File: config.mk
export PLATFORM = sky130hd
export DESIGN_NAME = priority_queue_with_congestion_flag_core
export DESIGN_NICKNAME = d
export VERILOG_FILES = /design/src/sv/pqcf_pkg.sv /design/src/sv/pqcf_regs.sv /design/src/sv/pqcf_ctrl.sv /design/src/sv/pqcf_dp.sv /design/src/sv/priority_queue_with_congestion_flag_core.sv
export SDC_FILE = /design/constraint.sdc
export NUM_CORES = 2
export LEC_CHECK = 0
export CAP_MARGIN = 15
export CORE_MARGIN = 5
export CORE_UTILIZATION = 55
export DETAILED_ROUTE_END_ITERATION = 6
export DONT_BUFFER_PORTS = 1
export PLACE_DENSITY = 0.7
export SYNTH_ARGS = -nofsm -noshare
export SYNTH_HDL_FRONTEND = slang
export SYNTH_SLANG_ARGS = --single-unit
File: constraint.sdc
create_clock -name clk -period 7.3 [get_ports clk]
set_input_delay 0.73 -clock clk [delete_from_list [all_inputs] [get_ports clk]]
set_output_delay 0.73 -clock clk [all_outputs]
set_load 0.01 [all_outputs]
File: src/sv/pqcf_pkg.sv
// ----------------------------------------------------------------------------
// pqcf_pkg
// Shared types, codes and constants of the three-level strict-priority queue.
// ----------------------------------------------------------------------------
package pqcf_pkg;

  // Default sizing of the store.
  localparam int CAPACITY_DEF    = 64;
  localparam int HANDLE_BITS_DEF = 16;

  // Fixed field widths of the channels.
  localparam int HANDLE_W  = 16;
  localparam int PRI_W     = 2;
  localparam int OCC_W     = 7;
  localparam int EVT_W     = 16;
  localparam int STATUS_W  = 2;
  localparam int NUM_LEVELS = 3;

  // Packed channel widths.
  localparam int IN_DATA_W  = 24;
  localparam int IN_USER_W  = 1;
  localparam int OUT_DATA_W = 48;
  localparam int OUT_USER_W = 3;

  // Configuration port.
  localparam int CFG_ADDR_W = 4;
  localparam int CFG_DATA_W = 32;

  localparam logic [1:0] REG_DROP_EN = 2'd0;
  localparam logic [1:0] REG_LIMIT   = 2'd1;
  localparam logic [1:0] REG_THRESH  = 2'd2;

  localparam logic             DROP_EN_RST = 1'b1;
  localparam logic [OCC_W-1:0] LIMIT_RST   = 7'd64;
  localparam logic [OCC_W-1:0] THRESH_RST  = 7'd32;

  // Operation kinds.
  localparam logic ACT_ENQ = 1'b0;
  localparam logic ACT_DEQ = 1'b1;

  // Priority levels; the unused code is served as high.
  localparam logic [PRI_W-1:0] PRI_LOW  = 2'd0;
  localparam logic [PRI_W-1:0] PRI_MED  = 2'd1;
  localparam logic [PRI_W-1:0] PRI_HIGH = 2'd2;
  localparam logic [PRI_W-1:0] PRI_RSVD = 2'd3;

  // Result status codes.
  localparam logic [STATUS_W-1:0] ST_DONE  = 2'd0;
  localparam logic [STATUS_W-1:0] ST_LIMIT = 2'd1;
  localparam logic [STATUS_W-1:0] ST_FULL  = 2'd2;
  localparam logic [STATUS_W-1:0] ST_EMPTY = 2'd3;

  typedef struct packed {
    logic             drop_en;
    logic [OCC_W-1:0] limit;
    logic [OCC_W-1:0] thresh;
  } cfg_t;

  // Controller to datapath.
  typedef struct packed {
    logic load;    // capture the accepted item
    logic exec;    // decide, update pointers, access the store
    logic finish;  // congestion update and result register load
  } cmd_t;

  // Datapath to controller.
  typedef struct packed {
    logic out_free;
  } dp_stat_t;

  typedef struct packed {
    logic [STATUS_W-1:0] status;
    logic                hit;
    logic [HANDLE_W-1:0] handle;
    logic [PRI_W-1:0]    priority_lvl;
    logic [OCC_W-1:0]    occupancy;
    logic                congested;
    logic [EVT_W-1:0]    events;
  } result_t;

endpackage

File: src/sv/pqcf_regs.sv
// ----------------------------------------------------------------------------
// pqcf_regs
// Configuration register file behind the APB-style port.
// ----------------------------------------------------------------------------
module pqcf_regs (
  input  logic                             clk,
  input  logic                             rst_n,
  input  logic                             psel,
  input  logic                             penable,
  input  logic                             pwrite,
  input  logic [pqcf_pkg::CFG_ADDR_W-1:0]  paddr,
  input  logic [pqcf_pkg::CFG_DATA_W-1:0]  pwdata,
  output logic [pqcf_pkg::CFG_DATA_W-1:0]  prdata,
  output logic                             pready,
  output pqcf_pkg::cfg_t                   cfg
);
  import pqcf_pkg::*;

  cfg_t       cfg_r;
  logic       wr_en;
  logic [1:0] reg_sel;

  assign pready  = 1'b1;
  assign reg_sel = paddr[3:2];
  assign wr_en   = psel && penable && pwrite && pready;
  assign cfg     = cfg_r;

  always_ff @(posedge clk) begin
    if (!rst_n) begin
      cfg_r.drop_en <= DROP_EN_RST;
      cfg_r.limit   <= LIMIT_RST;
      cfg_r.thresh  <= THRESH_RST;
    end else if (wr_en) begin
      case (reg_sel)
        REG_DROP_EN: cfg_r.drop_en <= pwdata[0];
        REG_LIMIT:   cfg_r.limit   <= pwdata[OCC_W-1:0];
        REG_THRESH:  cfg_r.thresh  <= pwdata[OCC_W-1:0];
        default: ;
      endcase
    end
  end

  always_comb begin
    case (reg_sel)
      REG_DROP_EN: prdata = CFG_DATA_W'(cfg_r.drop_en);
      REG_LIMIT:   prdata = CFG_DATA_W'(cfg_r.limit);
      REG_THRESH:  prdata = CFG_DATA_W'(cfg_r.thresh);
      default:     prdata = '0;
    endcase
  end

endmodule

File: src/sv/pqcf_ctrl.sv
// ----------------------------------------------------------------------------
// pqcf_ctrl
// Sequencer: accept an item, run the queue operation, then hand the result
// to the output register once it is free.
// ----------------------------------------------------------------------------
module pqcf_ctrl (
  input  logic               clk,
  input  logic               rst_n,
  input  logic               in_valid,
  output logic               in_ready,
  input  pqcf_pkg::dp_stat_t stat,
  output pqcf_pkg::cmd_t     cmd
);
  import pqcf_pkg::*;

  localparam logic [1:0] S_IDLE = 2'd0;
  localparam logic [1:0] S_EXEC = 2'd1;
  localparam logic [1:0] S_FIN  = 2'd2;

  logic [1:0] state_r;
  logic [1:0] state_nxt;

  assign in_ready = (state_r == S_IDLE);

  always_comb begin
    state_nxt  = state_r;
    cmd.load   = 1'b0;
    cmd.exec   = 1'b0;
    cmd.finish = 1'b0;
    case (state_r)
      S_IDLE: begin
        if (in_valid) begin
          cmd.load  = 1'b1;
          state_nxt = S_EXEC;
        end
      end
      S_EXEC: begin
        cmd.exec  = 1'b1;
        state_nxt = S_FIN;
      end
      S_FIN: begin
        // The read data of a dequeue is ready here; wait for the result slot.
        if (stat.out_free) begin
          cmd.finish = 1'b1;
          state_nxt  = S_IDLE;
        end
      end
      default: state_nxt = S_IDLE;
    endcase
  end

  always_ff @(posedge clk) begin
    if (!rst_n) begin
      state_r <= S_IDLE;
    end else begin
      state_r <= state_nxt;
    end
  end

endmodule

File: src/sv/pqcf_dp.sv
// ----------------------------------------------------------------------------
// pqcf_dp
// Datapath: per-level ring buffers with head/tail/count, occupancy,
// hysteresis congestion flag with event counter, and the result register.
// ----------------------------------------------------------------------------
module pqcf_dp #(
  parameter int CAPACITY    = pqcf_pkg::CAPACITY_DEF,
  parameter int HANDLE_BITS = pqcf_pkg::HANDLE_BITS_DEF
) (
  input  logic                           clk,
  input  logic                           rst_n,
  input  pqcf_pkg::cmd_t                 cmd,
  input  pqcf_pkg::cfg_t                 cfg,
  input  logic                           in_action,
  input  logic [pqcf_pkg::PRI_W-1:0]     in_priority,
  input  logic [pqcf_pkg::HANDLE_W-1:0]  in_handle,
  output pqcf_pkg::dp_stat_t             stat,
  input  logic                           out_ready,
  output logic                           out_valid,
  output pqcf_pkg::result_t              result
);
  import pqcf_pkg::*;

  localparam int IDX_W  = $clog2(CAPACITY);
  localparam int CNT_W  = $clog2(CAPACITY + 1);
  localparam int CMP_W  = (CNT_W > OCC_W) ? CNT_W : OCC_W;
  localparam int WIDE_W = (HANDLE_BITS > HANDLE_W) ? HANDLE_BITS : HANDLE_W;

  // Item under work.
  logic                   act_r;
  logic [PRI_W-1:0]       lvl_r;
  logic [HANDLE_BITS-1:0] hnd_r;

  // Queue state.
  logic [IDX_W-1:0] head_r [NUM_LEVELS];
  logic [IDX_W-1:0] tail_r [NUM_LEVELS];
  logic [CNT_W-1:0] cnt_r  [NUM_LEVELS];
  logic [CNT_W-1:0] occ_r;
  logic             flag_r;
  logic [EVT_W-1:0] evt_r;

  // Outcome of the operation, held until the result is built.
  logic [STATUS_W-1:0]    sts_r;
  logic                   hit_r;
  logic [PRI_W-1:0]       olvl_r;
  logic [HANDLE_BITS-1:0] rd_r;

  result_t res_r;
  logic    out_valid_r;

  logic [HANDLE_BITS-1:0] mem_lo [CAPACITY];
  logic [HANDLE_BITS-1:0] mem_md [CAPACITY];
  logic [HANDLE_BITS-1:0] mem_hi [CAPACITY];

  logic [WIDE_W-1:0]   in_wide;
  logic [WIDE_W-1:0]   rd_wide;
  logic [CMP_W-1:0]    occ_c;
  logic [CMP_W-1:0]    thr_c;
  logic                at_limit;
  logic                full;
  logic                deq_any;
  logic [PRI_W-1:0]    deq_lvl;
  logic                do_enq;
  logic                do_deq;
  logic [STATUS_W-1:0] sts_c;
  logic                set_c;
  logic                clr_c;
  logic                flag_nxt;
  logic [EVT_W-1:0]    evt_nxt;

  function automatic logic [IDX_W-1:0] next_slot(input logic [IDX_W-1:0] idx);
    next_slot = (idx == IDX_W'(CAPACITY - 1)) ? '0 : idx + 1'b1;
  endfunction

  assign in_wide = WIDE_W'(in_handle);
  assign rd_wide = WIDE_W'(rd_r);

  // Decision for the item under work.
  assign occ_c    = CMP_W'(occ_r);
  assign at_limit = cfg.drop_en && (occ_c >= CMP_W'(cfg.limit)) && (lvl_r != PRI_HIGH);
  assign full     = (occ_r == CNT_W'(CAPACITY));

  always_comb begin
    deq_any = 1'b1;
    if (cnt_r[2] != '0) begin
      deq_lvl = PRI_HIGH;
    end else if (cnt_r[1] != '0) begin
      deq_lvl = PRI_MED;
    end else begin
      deq_lvl = PRI_LOW;
      deq_any = (cnt_r[0] != '0);
    end
  end

  always_comb begin
    if (act_r == ACT_DEQ) begin
      sts_c = deq_any ? ST_DONE : ST_EMPTY;
    end else if (at_limit) begin
      sts_c = ST_LIMIT;
    end else if (full) begin
      sts_c = ST_FULL;
    end else begin
      sts_c = ST_DONE;
    end
  end

  assign do_enq = cmd.exec && (act_r == ACT_ENQ) && !at_limit && !full;
  assign do_deq = cmd.exec && (act_r == ACT_DEQ) && deq_any;

  always_ff @(posedge clk) begin
    if (cmd.load) begin
      act_r <= in_action;
      lvl_r <= (in_priority == PRI_RSVD) ? PRI_HIGH : in_priority;
      hnd_r <= in_wide[HANDLE_BITS-1:0];
    end
    if (cmd.exec) begin
      sts_r  <= sts_c;
      hit_r  <= (act_r == ACT_DEQ) && deq_any;
      olvl_r <= deq_lvl;
    end
  end

  // One write and one read port per level store.
  always_ff @(posedge clk) begin
    if (do_enq) begin
      case (lvl_r)
        PRI_LOW: mem_lo[tail_r[0]] <= hnd_r;
        PRI_MED: mem_md[tail_r[1]] <= hnd_r;
        default: mem_hi[tail_r[2]] <= hnd_r;
      endcase
    end
    if (do_deq) begin
      case (deq_lvl)
        PRI_LOW: rd_r <= mem_lo[head_r[0]];
        PRI_MED: rd_r <= mem_md[head_r[1]];
        default: rd_r <= mem_hi[head_r[2]];
      endcase
    end
  end

  always_ff @(posedge clk) begin
    if (!rst_n) begin
      for (int i = 0; i < NUM_LEVELS; i++) begin
        head_r[i] <= '0;
        tail_r[i] <= '0;
        cnt_r[i]  <= '0;
      end
      occ_r <= '0;
    end else begin
      for (int i = 0; i < NUM_LEVELS; i++) begin
        if (do_enq && lvl_r == PRI_W'(i)) begin
          tail_r[i] <= next_slot(tail_r[i]);
          cnt_r[i]  <= cnt_r[i] + 1'b1;
        end
        if (do_deq && deq_lvl == PRI_W'(i)) begin
          head_r[i] <= next_slot(head_r[i]);
          cnt_r[i]  <= cnt_r[i] - 1'b1;
        end
      end
      if (do_enq) begin
        occ_r <= occ_r + 1'b1;
      end else if (do_deq) begin
        occ_r <= occ_r - 1'b1;
      end
    end
  end

  // Hysteresis: set at the threshold, clear below half of it.
  assign thr_c = CMP_W'(cfg.thresh);
  assign set_c = (occ_c >= thr_c);
  assign clr_c = (occ_c < (thr_c >> 1));

  always_comb begin
    flag_nxt = flag_r;
    evt_nxt  = evt_r;
    if (set_c) begin
      flag_nxt = 1'b1;
      if (!flag_r && evt_r != '1) begin
        evt_nxt = evt_r + 1'b1;
      end
    end else if (clr_c) begin
      flag_nxt = 1'b0;
    end
  end

  always_ff @(posedge clk) begin
    if (!rst_n) begin
      flag_r      <= 1'b0;
      evt_r       <= '0;
      out_valid_r <= 1'b0;
    end else begin
      if (cmd.finish) begin
        flag_r      <= flag_nxt;
        evt_r       <= evt_nxt;
        out_valid_r <= 1'b1;
      end else if (out_ready) begin
        out_valid_r <= 1'b0;
      end
    end
  end

  always_ff @(posedge clk) begin
    if (cmd.finish) begin
      res_r.status       <= sts_r;
      res_r.hit          <= hit_r;
      res_r.handle       <= hit_r ? rd_wide[HANDLE_W-1:0] : '0;
      res_r.priority_lvl <= hit_r ? olvl_r : PRI_LOW;
      res_r.occupancy    <= OCC_W'(occ_r);
      res_r.congested    <= flag_nxt;
      res_r.events       <= evt_nxt;
    end
  end

  assign stat.out_free = !out_valid_r || out_ready;
  assign out_valid     = out_valid_r;
  assign result        = res_r;

  a_occ_sum: assert property (@(posedge clk) disable iff (!rst_n)
    (CNT_W+2)'(occ_r) == (CNT_W+2)'(cnt_r[0]) + (CNT_W+2)'(cnt_r[1]) + (CNT_W+2)'(cnt_r[2]))
    else $error("occupancy differs from the sum of the level counts");

  a_occ_max: assert property (@(posedge clk) disable iff (!rst_n)
    occ_r <= CNT_W'(CAPACITY))
    else $error("occupancy beyond the store capacity");

  a_empty: assert property (@(posedge clk) disable iff (!rst_n)
    cmd.exec && act_r == ACT_DEQ && !deq_any |-> occ_r == '0)
    else $error("dequeue found no item while occupancy is nonzero");

  a_rise: assert property (@(posedge clk) disable iff (!rst_n)
    $rose(flag_r) && $past(evt_r) != '1 |-> evt_r == $past(evt_r) + 1'b1)
    else $error("congestion rise not counted");

endmodule

File: src/sv/priority_queue_with_congestion_flag_core.sv
// ----------------------------------------------------------------------------
// priority_queue_with_congestion_flag_core
// Three-level strict-priority queue of message handles with a hysteresis
// congestion flag and a saturating count of its rising edges.
// ----------------------------------------------------------------------------
//  channel  direction  handshake                       content
//  in_      slave      tvalid/tready                   one enqueue or dequeue
//  out_     master     tvalid/tready                   one result per item
//  cfg_     APB slave  psel/penable/pwrite, pready=1   three config registers
//
//  An item passes through accept, the queue operation with the store access,
//  then the result load from the registered store read, once the output is free.
//  A new item is accepted again in the cycle after the result load.
//  A result held in the output register does not block the next item until
//  that item is ready to load its own result.
//  Reset is synchronous and active low; the stores need no clearing pass.
// ----------------------------------------------------------------------------
module priority_queue_with_congestion_flag_core #(
  parameter int CAPACITY    = pqcf_pkg::CAPACITY_DEF,
  parameter int HANDLE_BITS = pqcf_pkg::HANDLE_BITS_DEF
) (
  input  logic                             clk,
  input  logic                             rst_n,
  input  logic                             in_tvalid,
  output logic                             in_tready,
  // [1:0] priority_req, [17:2] message_handle
  input  logic [pqcf_pkg::IN_DATA_W-1:0]   in_tdata,
  // [0] action
  input  logic [pqcf_pkg::IN_USER_W-1:0]   in_tuser,
  output logic                             out_tvalid,
  input  logic                             out_tready,
  // [15:0] out_handle, [17:16] out_priority, [24:18] occupancy,
  // [25] congested, [41:26] congestion_events
  output logic [pqcf_pkg::OUT_DATA_W-1:0]  out_tdata,
  // [1:0] status, [2] hit
  output logic [pqcf_pkg::OUT_USER_W-1:0]  out_tuser,
  input  logic                             cfg_psel,
  input  logic                             cfg_penable,
  input  logic                             cfg_pwrite,
  input  logic [pqcf_pkg::CFG_ADDR_W-1:0]  cfg_paddr,
  input  logic [pqcf_pkg::CFG_DATA_W-1:0]  cfg_pwdata,
  output logic [pqcf_pkg::CFG_DATA_W-1:0]  cfg_prdata,
  output logic                             cfg_pready
);
  import pqcf_pkg::*;

  cfg_t     cfg;
  cmd_t     cmd;
  dp_stat_t stat;
  result_t  res;

  pqcf_regs u_regs (
    .clk     (clk),
    .rst_n   (rst_n),
    .psel    (cfg_psel),
    .penable (cfg_penable),
    .pwrite  (cfg_pwrite),
    .paddr   (cfg_paddr),
    .pwdata  (cfg_pwdata),
    .prdata  (cfg_prdata),
    .pready  (cfg_pready),
    .cfg     (cfg)
  );

  pqcf_ctrl u_ctrl (
    .clk      (clk),
    .rst_n    (rst_n),
    .in_valid (in_tvalid),
    .in_ready (in_tready),
    .stat     (stat),
    .cmd      (cmd)
  );

  pqcf_dp #(
    .CAPACITY    (CAPACITY),
    .HANDLE_BITS (HANDLE_BITS)
  ) u_dp (
    .clk         (clk),
    .rst_n       (rst_n),
    .cmd         (cmd),
    .cfg         (cfg),
    .in_action   (in_tuser[0]),
    .in_priority (in_tdata[1:0]),
    .in_handle   (in_tdata[17:2]),
    .stat        (stat),
    .out_ready   (out_tready),
    .out_valid   (out_tvalid),
    .result      (res)
  );

  assign out_tdata = {6'b0, res.events, res.congested, res.occupancy,
                      res.priority_lvl, res.handle};
  assign out_tuser = {res.hit, res.status};

endmodule
==> summary.md <==
| Metric | Value |
|---|---|
| Status | `finished clean` |
| Yosys top cell area share | `75.8%` |
| Tmin final | `4.67 ns` |
| Synth Area in Adders | `0.479%` |
| Root Buffer | `clkbuf_16` |
| Dpl cells | `about 9300` |
| Top-count cell post-synth | `edfxtp_1` |
| Critical Path Source | `u_dp.occ_c[0]` |
| Initial DRC Count | `8873` |
| Mux share of post-synthesis cell area | `between 10% and 20%` |
| M1 GR Usage | `37.1%` |
| CP max stage delay | `1.07 ns` |
| Critical path endpoint category | `register` |
| Crit path max fanout | `19` |
| DR WL/cell | `31.7 um` |
| Synth Area in Compound Gates | `4.06%` |
| Sequential cell area fraction in the yosys report | `76.4%` |
| Port bufs | `0` |
| Grt met3 use | `6.03%` |
| WP buf/inv | `2` |
| PwrDens | `272 nW/um^2` |
| Clock Latency Late Sink | `between 0.9 and 1 ns` |
| Global routing usage on met2 | `39.4%` |
| Rows | `approximately 180` |
| Vias per cell | `about 6.6` |
| Synth Cell Area | `approximately 130000 um^2` |
| GRT Overall Usage | `around a quarter` |
| Sequential share of power | `53.6%` |
| Worst rel slew slack | `a little over a tenth` |
| Hold Path Origin | `rst_n` |
| Worst clock skew | `0.0655 ns` |
| TritonCTS buffer count | `between 300 and 400` |
| Main combinational cell family by area after synthesis | `multiplexers` |
| Synthesis-to-finish area growth | `11.7%` |
| Largest net degree at the start of global routing | `193` |
| Die height | `~490 um` |
| HPWL Detailed | `178 mm` |
| Initial antenna violation count | `14` |
| Number of global-route vias before repair | `64200` |
| R2r startpoint | `u_dp.occ_c[0]` |
| Worst-margin pin slew | `1.34 ns` |
| Post-Layout Cell Count | `9903` |
| Critical path arrival | `approximately 5.3 ns` |
| Maxcap violations | `0` |
| CP max stage cell | `a211oi_4` |
| Synth Flop Type | `edfxtp_1` |
| RD Place Congestion | `0.853` |
| Clock power share | `41.7%` |
| Fmax | `0.214 GHz` |
| HP Class | `in2reg` |
| Power Internal | `about 30 mW` |
| Warning count from the yosys run | `0` |
| Post-Syn Instances | `between 6000 and 7000` |
| Initial Utilization | `55.3%` |
| Distinct cells, synth | `between 80 and 90` |
| Drt pass-1 iters | `6` |
| Final setup fails | `0` |
| Sw Share | `between 20% and 30%` |
| Max VDD drop | `0.223 mV` |
| RSZ-0062 raised after global routing | `false` |
| Synth Area in XOR/XNOR | `0.358%` |
| Crit-path cells | `inv_1 -> ha_1 -> nand2b_1 -> a21o_1 -> a21oi_1 -> o211ai_2 -> a211oi_4 -> nand4_1 -> nor2_1 -> buf_4` |
| Total number of vias | `65000` |
| Post-synth EDFFs | `3214` |
| Share of layout cells above drive strength 1 | `20.1%` |
| Synth Area in Simple Gates | `under 10%` |
| Total power | `roughly 39 mW` |
| Layout Nets | `6748` |
| Ports | `154` |
| Synth cell count leaders | `edfxtp_1 (3214), mux4_2 (597), mux2i_1 (378), nor2_1 (315), nand2_1 (167)` |
| Post-Route WL | `314 mm` |
| Crit share post-route | `63.9%` |
| Leakage | `44.9 nW` |
| Crit path kind | `reg2reg` |
| Slew Viols, Final | `0` |
| CP Data Required Time | `7.94 ns` |
| Maximum clock insertion buffer count | `4` |
| Synth area leader | `edfxtp_1` |
| FF+latch count, synth | `roughly 3300` |
| Logic gate share of total power | `around 4.7%` |
| Remaining antenna violation count | `0` |
| P_sw | `about 8.1 mW` |
| Synth area leaders | `edfxtp_1 (76%), mux4_2 (11%), mux2i_1 (3.0%), nor2_1 (0.93%), a22oi_1 (0.90%)` |
| Busiest metal layer after global routing | `met2` |
| Clock transition at path regs | `roughly 0.060 ns` |
| Core ar. | `approximately 230000 um^2` |
| Residual DRC | `0` |
| H-tree depth | `5` |
| Die area | `241000 um^2` |
| Post-Syn Area per Cell | `20.2 um^2` |
| CTS tree | `built` |
| Fin. Hold Viols | `0` |
| GR Overflow Total | `0` |
| Critical Path Source Type | `register` |
| Top delay family on crit path | `compound AO/OA/AOI/OAI gates` |
| TritonCTS Sinks | `3256` |
| First-pass GRT wire length | `454 mm` |
| Setup TNS | `0 ns` |
| FFs w/ async S/R, synth | `0%` |
| Die width | `roughly 490 um` |
## power groups by stage
stage | clock network (mW) | registers, mW | logic (mW)
2_1_floorplan | 0 | 21.3 | 0.999
4_1_cts | 16.3 | 20.7 | 1.79
5_1_grt | 17.1 | 20.7 | 1.90
6_report | 16.1 | 20.7 | 1.80
3_3_place_gp | 0 | 21.1 | 1.73
3_5_place_dp | 0 | 21.1 | 1.77
## worst register-to-register path, delay by kind of cell, from the launching register on
| family | cells | cell delay, ns |
|---|---|---|
| buffers and inverters | 2 | 0.47 |
| DFF | 1 | 0.40 |
| adders and majority gates | 1 | 0.28 |
| AOI/OAI and AO/OA | 4 | 1.77 |
| and+or+nand+nor | 3 | 1.45 |
## cells by family after synthesis
family | count (synthesis)
adder cells (fa/ha/maj) | 47
multiplexers | 996
buffers and inverters | 416
XOR/XNOR | 52
flip-flops | 3256
AO/OA/AOI/OAI | 729
AND/OR/NAND/NOR | 813
other | 2
## sequential cells by signal (all words and copies together) (netlist names)
name / flops
u_dp.mem_hi: 1024
u_dp.mem_lo: 1024
u_dp.mem_md: 1024
u_dp.result: 45
u_dp.cnt_r: 21
u_dp.head_r: 18
u_dp.tail_r: 18
u_dp.evt_r: 16
u_dp.hnd_r: 16
u_dp.rd_r: 16
u_regs.cfg: 15
u_dp.occ_c: 7
u_ctrl.state_r: 2
u_dp.lvl_r: 2
u_dp.olvl_r: 2
u_dp.sts_r: 2
u_dp.act_r: 1
u_dp.flag_r: 1
u_dp.hit_r: 1
u_dp.out_valid: 1
## stage by stage
stage | cell area (um^2) | hold WS, ns | util (%) | setup WS (ns)
2_1_floorplan | 127000 | 0.400 | - | 3.38
3_3_place_gp | 132000 | 0.414 | 57.3 | 2.79
3_5_place_dp | 132000 | 0.412 | 57.3 | 2.71
4_1_cts | 142000 | 0.00517 | 61.8 | 2.68
5_1_grt | 142000 | 0.0262 | 61.8 | 2.42
6_report | 142000 | 0.0360 | 61.8 | 2.63
## layout by cell type, fill, tap and decap left out, types with 19 or more instances in the layout
cell type,count
a211oi_1,33
a21oi_1,165
a221oi_1,60
a22o_1,30
a22oi_1,153
and2_1,36
and3_1,22
buf_12,24
buf_4,273
bufinv_16,21
clkbuf_1,69
clkbuf_16,343
clkinv_1,79
clkinv_2,39
conb_1,32
dfxtp_1,42
dlygate4sd3_1,29
edfxtp_1,3214
ha_1,44
inv_1,40
mux2i_1,378
mux4_2,597
nand2_1,167
nand2b_1,27
nand3_1,81
nor2_1,308
nor2b_1,19
nor3_1,42
o21ai_0,63
o221ai_1,80
o22ai_1,37
xnor2_1,27
xor2_1,25
## final cells by class
cell class / count / area, um^2
Antenna cell: 8 / 20.0
Clock buffer: 417 / 8910
Sequential cell: 3256 / 97400
Multi-Input combinational cell: 2669 / 27900
Tap cell: 3026 / 3790
Fill cell: 15400 / 87800
Clock inverter: 156 / 1290
Timing Repair Buffer: 328 / 2840
Inverter: 43 / 161
## final timing paths
kind         slack, ns            endpoint  cells past startpoint
max reg2reg       2.63  u_dp.mem_lo[24][2]                     10
max               2.63  u_dp.mem_lo[24][2]                     10
min reg2reg       0.43     u_dp.result[44]                      0
min               0.04       u_dp.occ_c[2]                      3
## per-layer routing
layer	vias up	routed length [um]
met5	-	20
met4	4	11100
met3	597	33400
met2	3639	148000
met1	34100	122000
li1	26700	-
## what timing repair did
action,4_1_cts,5_1_grt
resized for setup,0,0
setup endpoints to repair,0,0
buffers inserted,0,0
endpoints found under the hold margin,44,0
hold buffers,29,0
(Power assumes the default switching activity.)
